`config.mk`:
```
export PLATFORM = sky130hd
export DESIGN_NAME = dpa_merge
export DESIGN_NICKNAME = d
export VERILOG_FILES = /design/src/design/dpa_pkg.sv /design/src/design/dpa_merge.sv
export SDC_FILE = /design/constraint.sdc
export NUM_CORES = 1
export LEC_CHECK = 0
export ABC_AREA = 0
export BUFFER_PORTS_ARGS = -buffer_cell sky130_fd_sc_hd__buf_2
export CAP_MARGIN = 20
export CORE_MARGIN = 3
export CORE_UTILIZATION = 30
export CTS_CLUSTER_SIZE = 10
export DETAILED_ROUTE_END_ITERATION = 8
export GPL_TIMING_DRIVEN = 0
export PLACE_DENSITY_LB_ADDON = 0.08
export SYNTH_ARGS = -nofsm -noshare
export SYNTH_HDL_FRONTEND = slang
export SYNTH_SLANG_ARGS = --single-unit
```
`constraint.sdc`:
```
create_clock -name clk -period 5.4 [get_ports clk]
set_input_delay 0.81 -clock clk [delete_from_list [all_inputs] [get_ports clk]]
set_output_delay 0.81 -clock clk [all_outputs]
set_load 0.03 [all_outputs]
```
`src/design/dpa_pkg.sv`:
```
// Shared types, constants and pair arithmetic for the int8 dot-product accumulator.
package dpa_pkg;

  localparam int LANES          = 8;
  localparam int BYTES_PER_LANE = 4;
  localparam int ACC_W          = 32;
  localparam int PAIR_W         = 16;
  localparam int HALF_LANES     = LANES / 2;

  typedef struct packed {
    logic advance;
    logic take;
    logic s1_valid;
    logic s1_last;
  } lane_ctl_t;

  typedef struct packed {
    logic advance;
    logic s2_valid;
  } merge_ctl_t;

  // Two unsigned-by-signed byte products, added and saturated to signed 16 bits.
  function automatic logic signed [PAIR_W-1:0] pair_sum(
    input logic [7:0] u0,
    input logic [7:0] u1,
    input logic [7:0] s0,
    input logic [7:0] s1
  );
    logic signed [16:0] p0;
    logic signed [16:0] p1;
    logic signed [17:0] sum;
    logic signed [PAIR_W-1:0] res;
    p0  = $signed({1'b0, u0}) * $signed(s0);
    p1  = $signed({1'b0, u1}) * $signed(s1);
    sum = 18'(p0) + 18'(p1);
    if (sum > 18'sd32767) begin
      res = 16'sh7FFF;
    end else if (sum < -18'sd32768) begin
      res = 16'sh8000;
    end else begin
      res = sum[PAIR_W-1:0];
    end
    return res;
  endfunction

endpackage

```
`src/design/dpa_merge.sv`:
```
// Registered adder tree that merges the lane totals and holds the output word.
module dpa_merge (
  input  logic                          clk,
  input  logic                          rst,
  input  dpa_pkg::merge_ctl_t           ctl,
  input  logic [dpa_pkg::ACC_W-1:0]     lane_totals [dpa_pkg::LANES],
  output logic                          total_valid,
  output logic signed [dpa_pkg::ACC_W-1:0] dot_total
);
  import dpa_pkg::*;

  logic             s3_valid;
  logic [ACC_W-1:0] partials [HALF_LANES];
  logic [ACC_W-1:0] total_next;

  always_ff @(posedge clk) begin
    if (rst) begin
      s3_valid    <= 1'b0;
      total_valid <= 1'b0;
    end else if (ctl.advance) begin
      s3_valid    <= ctl.s2_valid;
      total_valid <= s3_valid;
    end
  end

  always_ff @(posedge clk) begin
    if (ctl.advance && ctl.s2_valid) begin
      for (int i = 0; i < HALF_LANES; i++) begin
        partials[i] <= lane_totals[2*i] + lane_totals[2*i+1];
      end
    end
  end

  always_comb begin
    total_next = '0;
    for (int i = 0; i < HALF_LANES; i++) begin
      total_next = total_next + partials[i];
    end
  end

  always_ff @(posedge clk) begin
    if (ctl.advance && s3_valid) begin
      dot_total <= $signed(total_next);
    end
  end

endmodule

```
# ---- Word-level counts from Yosys, hierarchy flattened
# Memory sizes are Yosys's and may differ from the RTL's.
# Index checks and enable logic that the tools add are counted.
dict set report totals {
  reg_bits 34
  latch_bits 0
  ramBits 128
  mem_bits_ro 0
  input_bits 260
  out_inout_bits 33
  elab_cells 15
  memories 1
}
dict set report op_classes {
  add_sub_neg 7
  multipliers 0
  div 0
  n_lt_le_gt_ge 0
  n_eq_ne 0
  shifts 0
  n_mux 2
  bitwise_logic 0
  reduce_logical 2
}
# name words word_bits read_ports rd_ports_with_merged_regs wr line
set mem_list {}
lappend mem_list {partials 4 32 4 0 4 dpa_merge.sv:13} ;# logic [ACC_W-1:0] partials [HALF_LANES];
# cell count
set op_table {}
lappend op_table {{$add A32 B32 Y32} 7}
lappend op_table {{$logic_and A1 B1 Y1} 2}
lappend op_table {{$mux W1} 2}

# ---- Longest topological paths before layout
dict set report depth {
  depth_word 3
  mapped_depth 13
  depth_no_buf 12
}

# ---- Least setup slack after synthesis
# No wires, ideal clock.
dict set report synth_path {
  path_kind {input -> register}
  from {input port ctl[0] in the netlist's numbering}
  to {memory partials[0][0], enable pin}
  setup_time_ns 0.503
  t_arrival_ns 3.759
  required_time_ns 4.897
  setup_slack_ns 1.138
  stages 1
  path_buffers 0
  path_cell_list {and2_1}
}
# item line
set synth_lines {}
lappend synth_lines {{from (decl)} dpa_merge.sv:5} ;# input dpa_pkg::merge_ctl_t ctl,
lappend synth_lines {{to (decl)} dpa_merge.sv:13}

==> flow_summary.yaml <==
status:
  run_status: "finished clean"
clocking:
  cts.reportedPaths.clkPinSlew_ns: 0.07
  clk_root_buffer_cell: "clkbuf_16"
  cts_setup_buffers: 0
  cts_hold_repair.buffers: 0
  ctsLongestPathBuffers: 2
  count_of_h_tree_levels_built_during_cts: 4
  cts_num_sinks: 162
  num_cts_buffers: 17
  tritoncts: "done"
  worstSkewPairLatency_ns: 0.43
  cts.repair.resized: 0
synth:
  synth-edff-count: 160
  yosys_most_used_dff: "edfxtp_1"
  total_nets_after_synthesis: 2174
  yosysSeqAreaShare: 0.308
  syn_area_per_cell_sq_um: 9.28
  synth_top_family_by_area: "compound AO/OA/AOI/OAI gates"
  fraction_of_post_synthesis_cell_area_in_the_top_cell_type_by_area: 0.306
  yosysTopAreaCell: "edfxtp_1"
  synth-xor-area-share: 0.0747
  synth_most_common_cell: "inv_1"
  synth.yosys.warnings: 0
  post_synth_and_or_nand_nor_area_fraction: 0.123
  yosys_register_bits: 162
  yosys-top-cells-area: "edfxtp_1 31%, ha_1 12%, fa_1 8.4%"
  post_synth_instance_area_sq_um: 15700
  synth_async_sr_flop_share: 0
  synth.cells.most_frequent: "221 x inv_1, 160 x edfxtp_1, 157 x a21oi_1"
  post_synth_mux_area_share: 0.00645
  postSynthCellCount: 1693
  yosys.area_share.adder: 0.207
  post_synth_num_cell_types: 77
  compound_gate_fraction_of_synth_area: 0.217
layout:
  layout_stage_area_growth_over_the_synthesis_result_pct: 18.8
  utilization_of_the_core_after_routing: 0.362
  num-nets-final: 2487
  share_of_post_route_cells_with_drive_strength_above_1: 0.172
  seqCellArea_sq_um: 4840
  design_area_sq_um: 18700
  instances_no_fill: 2699
  num-fill-cells: 5348
  ant_cells: 0
  multi_input_comb_area_sq_um: 9870
timing:
  tightest_slew_ns: 0.791
  setup_viols_final: 0
  tns_ns: 0
  maxSlewViolCount: 0
  timing.slew.headroom: 0.472
  fmaxAchievable_ghz: 0.236
  final.period_utilization: 0.786
  rsz0062_at_grt: "false"
  timing_hold_violations_final: 0
  final.setup_skew_ns: 0.0163
  timing.final.crit_period_ns: 4.25
detailed_routing:
  drt_wl_total_microns: 49000
  drt-pass1-iter-count: 4
  vias: 13500
  detail_route.wl_per_cell_microns: 18.2
  postRouteAntennaNets: 0
  avgViaCountPerCell: 5.01
  remaining_drc_errors: 0
  drtIter0Drc: 652
hold_path:
  min-delay-path-class: "flip-flop to flip-flop"
die:
  core-area_sq_um: 51600
  io_pins: 293
  num_rows: 83
  die_height_microns: 235
  initial_utilization: 0.305
  dieWidth_microns: 235
  floorplan.die_area_sq_um: 55200
critical_path:
  crit_family: "adder cells"
  worst_ep_required_time_ns: 5.54
  crit_type: "flip-flop to flip-flop"
  path_cells: "fa_1 > fa_1 > ha_1 > fa_1 > a21o_1 > a221o_1 > o211ai_1 > nand4b_1 > a221oi_2 > o211ai_1"
  crit_slowest_cell: "fa_1"
  crit_path_start_kind: "flip-flop"
  end_kind: "flip-flop"
  critPathArrivalTime_ns: 4.38
  cp.buffers_inverters: 0
  crit_path_max_fanout: 3
  critical_path.most_common_cell: "fa_1"
  crit_path_max_incr_delay_ns: 0.56
grt:
  grt_first_pass_wirelength_microns: 76800
  grt_antenna_before_repair: 2
  maximum_number_of_pins_on_one_net_before_global_route_repair: 55
  aggregate_global_routing_overflow: 0
  first_global_vias: 13700
  groute.usage.overall: 0.176
place:
  detailed_place_hpwl_microns: 41700
  postPlaceCellArea_sq_um: 18100
  place_inst: 2667
  place_congestion: 0.884
  port_buffers: 292
power:
  cellPowerDensity_nw_per_um2: 357
  p_leak_nw: 8.49
  comb_power_share: 0.548
  p_switching_mw: 2.81
  internal-power_mw: 3.86
  power_switching_share: 0.422
  seqPwrFrac: 0.268
  irDropWorstVdd_uv: 173
  clock_power_share: 0.184
job:
  timing.max_cap.violations: 0
[cell families (layout without fill, tap and decap cells)]
family,count (synthesis),count (layout)
mux,10,10
buf+inv,268,594
xor+xnor,134,134
flops,162,162
compound gates,509,509
fa+ha+maj,221,221
simple gates,389,389
[power groups by stage]
stage | registers (mW) | logic [mW] | clock network (mW)
finish | 1.79 | 3.66 | 1.23
detailed placement | 1.82 | 3.64 | 0
global route | 1.80 | 4.13 | 1.31
floorplan | 1.87 | 2.57 | 0
CTS | 1.79 | 3.67 | 1.27
global placement | 1.83 | 3.62 | 0
[per-layer routing]
metal	wire length [microns]	GRT usage	part of all wire
met4	803	0.0391	0.016
met5	24	0	0.00049
met1	23100	0.239	0.47
met3	1730	0.0230	0.035
met2	23400	0.298	0.48
[cells in the final DEF, fill, tap and decap left out, types with 8 or more instances in the layout]
master,Yosys,routed
buf_2,2,294
nor2_1,86,86
o21ai_0,57,57
nor3_1,39,39
a211oi_1,18,18
o21bai_1,18,18
edfxtp_1,160,160
ha_1,155,155
and3_1,22,22
o21ai_1,16,16
o21a_1,15,15
a21o_1,84,84
nand3_1,36,36
a21oi_1,157,157
nand3b_1,8,8
a31oi_1,21,21
mux2i_1,9,9
a211o_1,8,8
and2_1,10,8
o2111ai_1,9,9
nand4_1,22,22
inv_1,221,221
o211ai_1,28,28
clkbuf_1,41,43
fa_1,66,66
nand2b_1,17,17
xnor2_1,88,88
clkbuf_16,0,17
nand2_1,99,99
or3_1,10,10
nor2b_1,16,16
xor2_1,46,46
[worst register-to-register path: stages (launching register included)]
cell and delay, ns:
edfxtp_1 0.40, fa_1 0.56, fa_1 0.42, ha_1 0.25, fa_1 0.47, a21o_1 0.21, a221o_1 0.40, o211ai_1 0.38
nand4b_1 0.28, a221oi_2 0.41, o211ai_1 0.18
[metrics by stage]
| stage | power, mW | worst slack (ns) | hold slack [ns] |
|---|---|---|---|
| floorplan | 4.43 | 1.14 | 0.448 |
| global placement | 5.45 | -0.589 | 0.462 |
| detailed placement | 5.46 | 1.18 | 0.477 |
| CTS | 6.73 | 1.16 | 0.493 |
| global route | 7.25 | 0.974 | 0.530 |
| finish | 6.67 | 1.15 | 0.484 |
[layout make-up]
class | count | share of cell area
multi-input cells | 1263 | 0.529
inverters | 222 | 0.0446
clock inverters | 13 | 0.00804
repair buffers | 294 | 0.0812
flip-flops and latches | 162 | 0.259
clock buffers | 19 | 0.0232
plain buffers | 46 | 0.00938
well taps | 680 | 0.0456
[path summary, 6_finish.rpt]
| path | slack [ns] | depth (start not counted) | end | from |
|---|---|---|---|---|
| worst max-delay path | 1.15 | 10 | dot_total[29]$_DFFE_PP_ | partials[0][1]$_DFFE_PP_ |
| worst min-delay path | 0.48 | 2 | s3_valid$_SDFFE_PP0P_ | s3_valid$_SDFFE_PP0P_ |
| worst max register to register | 1.15 | 10 | dot_total[29]$_DFFE_PP_ | partials[0][1]$_DFFE_PP_ |
| worst min register to register | 0.48 | 2 | s3_valid$_SDFFE_PP0P_ | s3_valid$_SDFFE_PP0P_ |
[sequential cells by signal, indices dropped and copies added (netlist names)]
signal       count
total_valid      1
s3_valid         1
partials       128
dot_total       32
Note: power is estimated with default switching activity, not from simulation.
