==> config.mk <==
export PLATFORM = sky130hd
export DESIGN_NAME = dpa_lane
export DESIGN_NICKNAME = d
export VERILOG_FILES = /design/src/design/dpa_pkg.sv /design/src/design/dpa_lane.sv
export SDC_FILE = /design/constraint.sdc
export NUM_CORES = 1
export LEC_CHECK = 0
export BUFFER_PORTS_ARGS = -buffer_cell sky130_fd_sc_hd__buf_2
export CAP_MARGIN = 15
export CELL_PAD_IN_SITES_DETAIL_PLACEMENT = 0
export CELL_PAD_IN_SITES_GLOBAL_PLACEMENT = 1
export CORE_ASPECT_RATIO = 1.2
export CORE_MARGIN = 4
export CORE_UTILIZATION = 45
export DETAILED_ROUTE_END_ITERATION = 8
export MAX_ROUTING_LAYER = met4
export PLACE_DENSITY = 0.91
export SLEW_MARGIN = 5
export SYNTH_ARGS = -nofsm -noshare
export SYNTH_HDL_FRONTEND = slang
export SYNTH_SLANG_ARGS = --single-unit
==> constraint.sdc <==
create_clock -name clk -period 6.45 [get_ports clk]
set_clock_uncertainty 0.2 [all_clocks]
set_input_delay 0 -clock clk [delete_from_list [all_inputs] [get_ports clk]]
set_output_delay 0 -clock clk [all_outputs]
set_load 0.05 [all_outputs]
==> src/design/dpa_pkg.sv <==
// Shared types, constants and pair arithmetic for the int8 dot-product accumulator.
package dpa_pkg;

  localparam int LANES          = 8;
  localparam int BYTES_PER_LANE = 4;
  localparam int ACC_W          = 32;
  localparam int PAIR_W         = 16;
  localparam int HALF_LANES     = LANES / 2;

  typedef struct packed {
    logic advance;
    logic take;
    logic s1_valid;
    logic s1_last;
  } lane_ctl_t;

  typedef struct packed {
    logic advance;
    logic s2_valid;
  } merge_ctl_t;

  // Two unsigned-by-signed byte products, added and saturated to signed 16 bits.
  function automatic logic signed [PAIR_W-1:0] pair_sum(
    input logic [7:0] u0,
    input logic [7:0] u1,
    input logic [7:0] s0,
    input logic [7:0] s1
  );
    logic signed [16:0] p0;
    logic signed [16:0] p1;
    logic signed [17:0] sum;
    logic signed [PAIR_W-1:0] res;
    p0  = $signed({1'b0, u0}) * $signed(s0);
    p1  = $signed({1'b0, u1}) * $signed(s1);
    sum = 18'(p0) + 18'(p1);
    if (sum > 18'sd32767) begin
      res = 16'sh7FFF;
    end else if (sum < -18'sd32768) begin
      res = 16'sh8000;
    end else begin
      res = sum[PAIR_W-1:0];
    end
    return res;
  endfunction

endpackage

==> src/design/dpa_lane.sv <==
// One lane: four byte products, two saturated pair sums and a wrapping 32-bit accumulator.
module dpa_lane (
  input  logic                          clk,
  input  logic                          rst,
  input  dpa_pkg::lane_ctl_t            ctl,
  input  logic [31:0]                   ubytes,
  input  logic [31:0]                   sbytes,
  output logic [dpa_pkg::ACC_W-1:0]     lane_total
);
  import dpa_pkg::*;

  logic signed [PAIR_W-1:0] pair_lo;
  logic signed [PAIR_W-1:0] pair_hi;
  logic signed [PAIR_W:0]   contrib;
  logic [ACC_W-1:0]         acc;
  logic [ACC_W-1:0]         acc_next;

  always_ff @(posedge clk) begin
    if (ctl.advance && ctl.take) begin
      pair_lo <= pair_sum(ubytes[7:0], ubytes[15:8], sbytes[7:0], sbytes[15:8]);
      pair_hi <= pair_sum(ubytes[23:16], ubytes[31:24], sbytes[23:16], sbytes[31:24]);
    end
  end

  assign contrib  = (PAIR_W+1)'(pair_lo) + (PAIR_W+1)'(pair_hi);
  assign acc_next = acc + ACC_W'(contrib);

  always_ff @(posedge clk) begin
    if (rst) begin
      acc <= '0;
    end else if (ctl.advance && ctl.s1_valid) begin
      acc <= ctl.s1_last ? '0 : acc_next;
    end
  end

  always_ff @(posedge clk) begin
    if (ctl.advance && ctl.s1_valid && ctl.s1_last) begin
      lane_total <= acc_next;
    end
  end

  a_clear_after_last: assert property (@(posedge clk) disable iff (rst)
    (ctl.advance && ctl.s1_valid && ctl.s1_last) |=> (acc == '0))
    else $error("lane accumulator not cleared after the last word");

  a_hold_when_frozen: assert property (@(posedge clk) disable iff (rst)
    !ctl.advance |=> $stable(acc))
    else $error("lane accumulator changed while the pipeline was frozen");

  a_hold_when_empty: assert property (@(posedge clk) disable iff (rst)
    !ctl.s1_valid |=> $stable(acc))
    else $error("lane accumulator changed without a word in the multiply stage");

endmodule

After elaboration in Yosys (flattened, before gate mapping)
Index checks and enable logic that the tools add are counted.
{ "word_totals": {"mem_bits_rw": 0, "input_bits": 70, "latch_bits": 0, "regBits": 96, "word_cells": 22, "memories": 0, "output_inout_bits": 32, "rom_bits": 0} }
{ "classes": {"mul": 4, "bitwise_logic": 0, "n_eq_ne": 0, "n_lt_le_gt_ge": 4, "n_reduce_logical": 3, "shift": 0, "mux": 3, "n_div": 0, "addsub": 4} }
{ "op_table": {"columns": ["operator", "count"], "rows": [
  ["9-bit by 8-bit multiplier with 17-bit output", 4],
  ["17-bit by 17-bit adder with 18-bit output", 2],
  ["18-bit by 16-bit greater-than comparator with 1-bit output, second input constant", 2],
  ["18-bit by 16-bit < comparator with 1-bit output, second input constant", 2],
  ["32-bit adder", 1],
  ["16-bit 2-to-1 mux", 2],
  ["32-bit 2-to-1 mux", 1],
  ["16-bit by 16-bit adder with 17-bit output", 1],
  ["1-bit logical AND", 3]
]} }

Longest topological paths before layout
{ "depth": {"word_depth": 4, "mapped_depth": 24, "mapped_depth_nobuf": 23} }

Least setup slack after synthesis
OpenSTA, ideal clock, no wires.
{ "synth_timing": {"kind": "in2reg", "startpoint": "in sbytes[1]", "endpoint": "reg pair_lo[12] (data pin)", "stages": 22, "setup_time_ps": 258, "required_ps": 5992, "slack_ps": 432, "arrival_ps": 5561, "path_buffers": 1, "path_cell_list": "and2_1 > fa_1 > inv_1 > fa_1 > inv_1 > fa_1 > fa_1 > fa_1 > inv_1 > fa_1 > inv_1 > ha_1 > o211ai_1 > nand2_1 > and3_1 > a221o_1 > a2111oi_2 > o21ai_1 > xnor2_2 > a21oi_2 > buf_6 > o21ai_1"} }
{ "synth_between": {"elab_chain_cells": 4, "elab_cells_between_ends": 5, "cone_classes": "add/sub: 1; mul: 1; order compare: 2; mux: 1"} }
{ "synth_lines": {"columns": ["element", "line", "rtl"], "rows": [
  ["start: declaration", "dpa_lane.sv:7", "input logic [31:0] sbytes,"],
  ["9-bit by 8-bit multiplier with 17-bit output *", "dpa_pkg.sv:33", "p0 = $signed({1'b0, u0}) * $signed(s0);"],
  ["17-bit by 17-bit adder with 18-bit output *", "dpa_pkg.sv:35", "sum = 18'(p0) + 18'(p1);"],
  ["18-bit by 16-bit < comparator with 1-bit output", "dpa_pkg.sv:38", "end else if (sum < -18'sd32768) begin"],
  ["16-bit 2-to-1 mux", "dpa_pkg.sv:38", null],
  ["end signal: assignment", "dpa_lane.sv:20", "pair_lo <= pair_sum(ubytes[7:0], ubytes[15:8], sbytes[7:0], sbytes[15:8]);"],
  ["end: declaration", "dpa_lane.sv:12", "logic signed [PAIR_W-1:0] pair_lo;"]
]} }
Every way passes the cells marked *; elsewhere a longest branch is shown, timed or not.
A chain may end at the register's enable or synchronous reset.

Worst setup path after layout
{ "layout_timing": {"startpoint": "in ubytes[4]", "endpoint": "reg pair_lo[3] (data pin)"} }
{ "layout_between": {"elab_chain_cells": 4, "elab_cells_between_ends": 5, "cone_classes": "add/sub: 1; mul: 1; order compare: 2; mux: 1"} }
{ "layout_lines": {"columns": ["element", "line", "rtl"], "rows": [
  ["start: declaration", "dpa_lane.sv:6", "input logic [31:0] ubytes,"],
  ["9-bit by 8-bit multiplier with 17-bit output *", "dpa_pkg.sv:33", null],
  ["17-bit by 17-bit adder with 18-bit output *", "dpa_pkg.sv:35", null],
  ["18-bit by 16-bit < comparator with 1-bit output", "dpa_pkg.sv:38", null],
  ["16-bit 2-to-1 mux", "dpa_pkg.sv:38", null]
]} }
Marked as above.

==> impl_metrics.py <==
metrics = {
    "critical_path": {
        "ff2ff_setup_slack_ns": 1.28,
        "cp.arrival_ns": 6.16,
        "reg2reg_to": "lane_total[31]$_DFFE_PP_",
        "r2r_start": "pair_hi[0]$_SDFFCE_PN1P_",
        "reg2reg_depth": 19,
        "cp.required_ns": 6.44,
        "crit_type": "input port to flop",
        "worstSetupEndpointType": "flop",
        "timing.critical_path.fanout_max": 14,
        "start_kind": "input port",
    },
    "clock_network": {
        "cts-buffers-inserted": 9,
        "clockBufferDepth": 2,
        "cts_tree": "built",
        "cts-root-buf": "clkbuf_16",
        "cts_htree_levels": 3,
        "clock_latency_ns": 0.35,
        "cts.sinks": 96,
        "path_clk_slew_ns": 0.07,
    },
    "route": {
        "wl_per_cell_microns": 15.8,
        "first_pass_iters": 5,
        "ant_nets": 0,
        "post-route-drc-count": 0,
        "vias": 11017,
        "post_drt_via_cell_ratio": 5.29,
        "drt-total-wl_mm": 32.8,
        "drtIter0Drc": 646,
    },
    "final_layout": {
        "stdcell_count": 2082,
        "nets": 2129,
        "final_common_cell": "inv_1",
        "drive_gt1_share_pct": 9.97,
        "layout_common_cells": "310 x inv_1, 200 x fa_1, 188 x ha_1",
        "diodes": 0,
        "syn2layout_area_growth_pct": 9.97,
    },
    "die": {
        "io_pins": 102,
        "die_area_sq_um": 35600,
        "die-width_microns": 173,
        "core_sq_um": 32300,
        "rows": 72,
        "chipHeight_microns": 206,
        "start_util_pct": 45.6,
    },
    "sta": {
        "whs_ns": 0.0468,
        "setup-tns-final_ns": 0,
        "hold_viol_final": 0,
        "finalSetupViolCount": 0,
        "worst_pin_slew_ns": 0.961,
        "fin_crit_ns": 6.16,
        "clock.fmax_mhz": 162,
        "finalMaxSlewViolations": 0,
        "fin_crit_sh_pct": 95.5,
        "worst_slack_ns": 0.289,
        "timing.slew.headroom_pct": 35.7,
    },
    "global_routing": {
        "track_usage_pct": 19.2,
        "grt_first_pass_wirelength_mm": 55.4,
        "antenna_found_initial": 0,
        "overflow": 0,
        "grt_pass1_vias": 11481,
        "grt_max_degree": 33,
    },
    "flow_run": {
        "drv_cap": 0,
    },
    "synthesis": {
        "ys_ff_latch": 96,
        "synth_top_cell_area_share_pct": 27.3,
        "yosys.area.top_type": "fa_1",
        "syn_area_sq_um": 14700,
        "synthesis.nets": 2006,
        "synth_cell_types": 62,
        "ys_warn_count": 0,
        "async_flop_share_pct": 0,
        "netlist_instances": 1547,
        "ys.flop_type": "edfxtp_1",
        "netlist_top_cells_area": "fa_1 27%, ha_1 16%, edfxtp_1 13%, inv_1 7.9%, and2_1 6.9%",
        "syn_area_per_cell_sq_um": 9.50,
        "synth_edf_count": 64,
        "ys_seq_area_share_pct": 17.4,
    },
    "place": {
        "place_hpwl_mm": 28.0,
        "gp_routability_congestion": 0.933,
        "dp_slack_ns": -0.106,
        "placement.io_buffers": 101,
        "place_inst": 2061,
    },
    "hold_path": {
        "min_from": "ctl[1]",
        "whs_path_depth": 2,
        "hold_end": "lane_total[0]$_DFFE_PP_",
        "hold_class": "input port to flop",
    },
    "run_status": {
        "status": "finished, final reports clean",
    },
}
-- logic make-up (layout without fill, tap and decap cells) --
| family | count (synthesis) | count (layout) | share of synthesized area [%] |
|---|---|---|---|
| compound gates | 261 | 261 | 12.3 |
| xor+xnor | 69 | 69 | 4.16 |
| fa+ha+maj | 389 | 389 | 43.3 |
| buf+inv | 329 | 457 | 8.52 |
| flops | 96 | 96 | 17.4 |
| mux | 1 | 1 | 0.0681 |
| simple gates | 402 | 402 | 14.2 |
-- sequential cells by signal (all words and copies together), names as in the netlist --
| signal | count |
|---|---|
| acc | 32 |
| lane_total | 32 |
| pair_hi | 16 |
| pair_lo | 16 |
-- per-stage QoR --
step                cell area, sq um  utilization (%)
detailed placement             15800             49.0
finish                         16200             50.1
floorplan                      14700                -
global placement               15800             49.0
global route                   16200             50.1
CTS                            16100             50.0
-- how the worst max path moves through the flow --
stage / endpoint / depth (start not counted) / slack [ns] / from
after detailed placement: pair_lo[6]$_SDFFCE_PN1P_ / 23 / -0.11 / ubytes[4]
final: pair_lo[3]$_SDFFCE_PN1P_ / 24 / 0.29 / ubytes[4]
after global routing: pair_lo[6]$_SDFFCE_PN1P_ / 24 / -0.007 / ubytes[3]
after floorplan: pair_lo[12]$_SDFFCE_PN1P_ / 22 / 0.43 / sbytes[1]
after global placement: pair_lo[6]$_SDFFCE_PN1P_ / 24 / 0.02 / sbytes[10]
after CTS: pair_hi[12]$_SDFFCE_PN1P_ / 22 / 0.26 / ubytes[20]
-- cell type report --
class	instances	area (sq um)
Clock buffer	11	254
Clock inverter	5	38.8
Fill cell	3036	16100
Inverter	310	1160
Multi-Input combinational cell	1122	10900
Sequential cell	96	2560
Tap cell	407	509
Timing Repair Buffer	131	736
-- cells in the mapped netlist, types with 7 or more instances --
| cell type | instances |
|---|---|
| a211oi_1 | 8 |
| o21ai_0 | 35 |
| o21a_1 | 22 |
| nand2b_1 | 18 |
| o21ai_1 | 8 |
| nand4_1 | 9 |
| xor2_1 | 21 |
| a21o_1 | 31 |
| a22oi_1 | 12 |
| nor3_1 | 10 |
| dfxtp_1 | 32 |
| clkbuf_1 | 15 |
| nand2_1 | 100 |
| a31oi_1 | 7 |
| fa_1 | 200 |
| a21oi_1 | 68 |
| inv_1 | 310 |
| edfxtp_1 | 64 |
| and2_1 | 162 |
| xnor2_1 | 47 |
| ha_1 | 189 |
| o21bai_1 | 9 |
| nand3_1 | 10 |
| nor2_1 | 68 |
| a22o_1 | 18 |
-- critical path, cell delays in order --
cell and delay [ns]:
buf_2 0.17, and2_1 0.17, fa_1 0.51, inv_1 0.06, fa_1 0.53, inv_1 0.05
fa_1 0.48, fa_1 0.51, fa_1 0.55, inv_1 0.05, fa_1 0.52, inv_1 0.04
ha_1 0.34, o211ai_1 0.18, nand2_1 0.09, and3_1 0.19, a221o_1 0.38, a2111oi_2 0.34
o21ai_1 0.16, xnor2_2 0.25, buf_4 0.17, o21ai_2 0.04, buf_4 0.20, a21oi_1 0.16
-- layer usage --
layer | vias up | share of wire (%) | routed length, microns | track usage (%)
li1 | 5263 | - | - | -
met5 | - | 0 | 0 | -
met3 | 44 | 3.3 | 1080 | 1.70
met2 | 227 | 53 | 17500 | 35.7
met4 | 0 | 1.6 | 538 | 3.96
met1 | 5483 | 42 | 13700 | 22.9
-- what timing repair did --
item / 4_1_cts / 5_1_grt
hold buffers: 2 / 0
endpoints found under the setup margin: 0 / 20
gates resized for setup: 0 / 3
hold endpoints to repair: 14 / 0
buffers inserted: 0 / 3
Power is left out: the tool's default activity adds up to more than one toggle a clock period on the data nets, which glitch-free logic cannot reach.
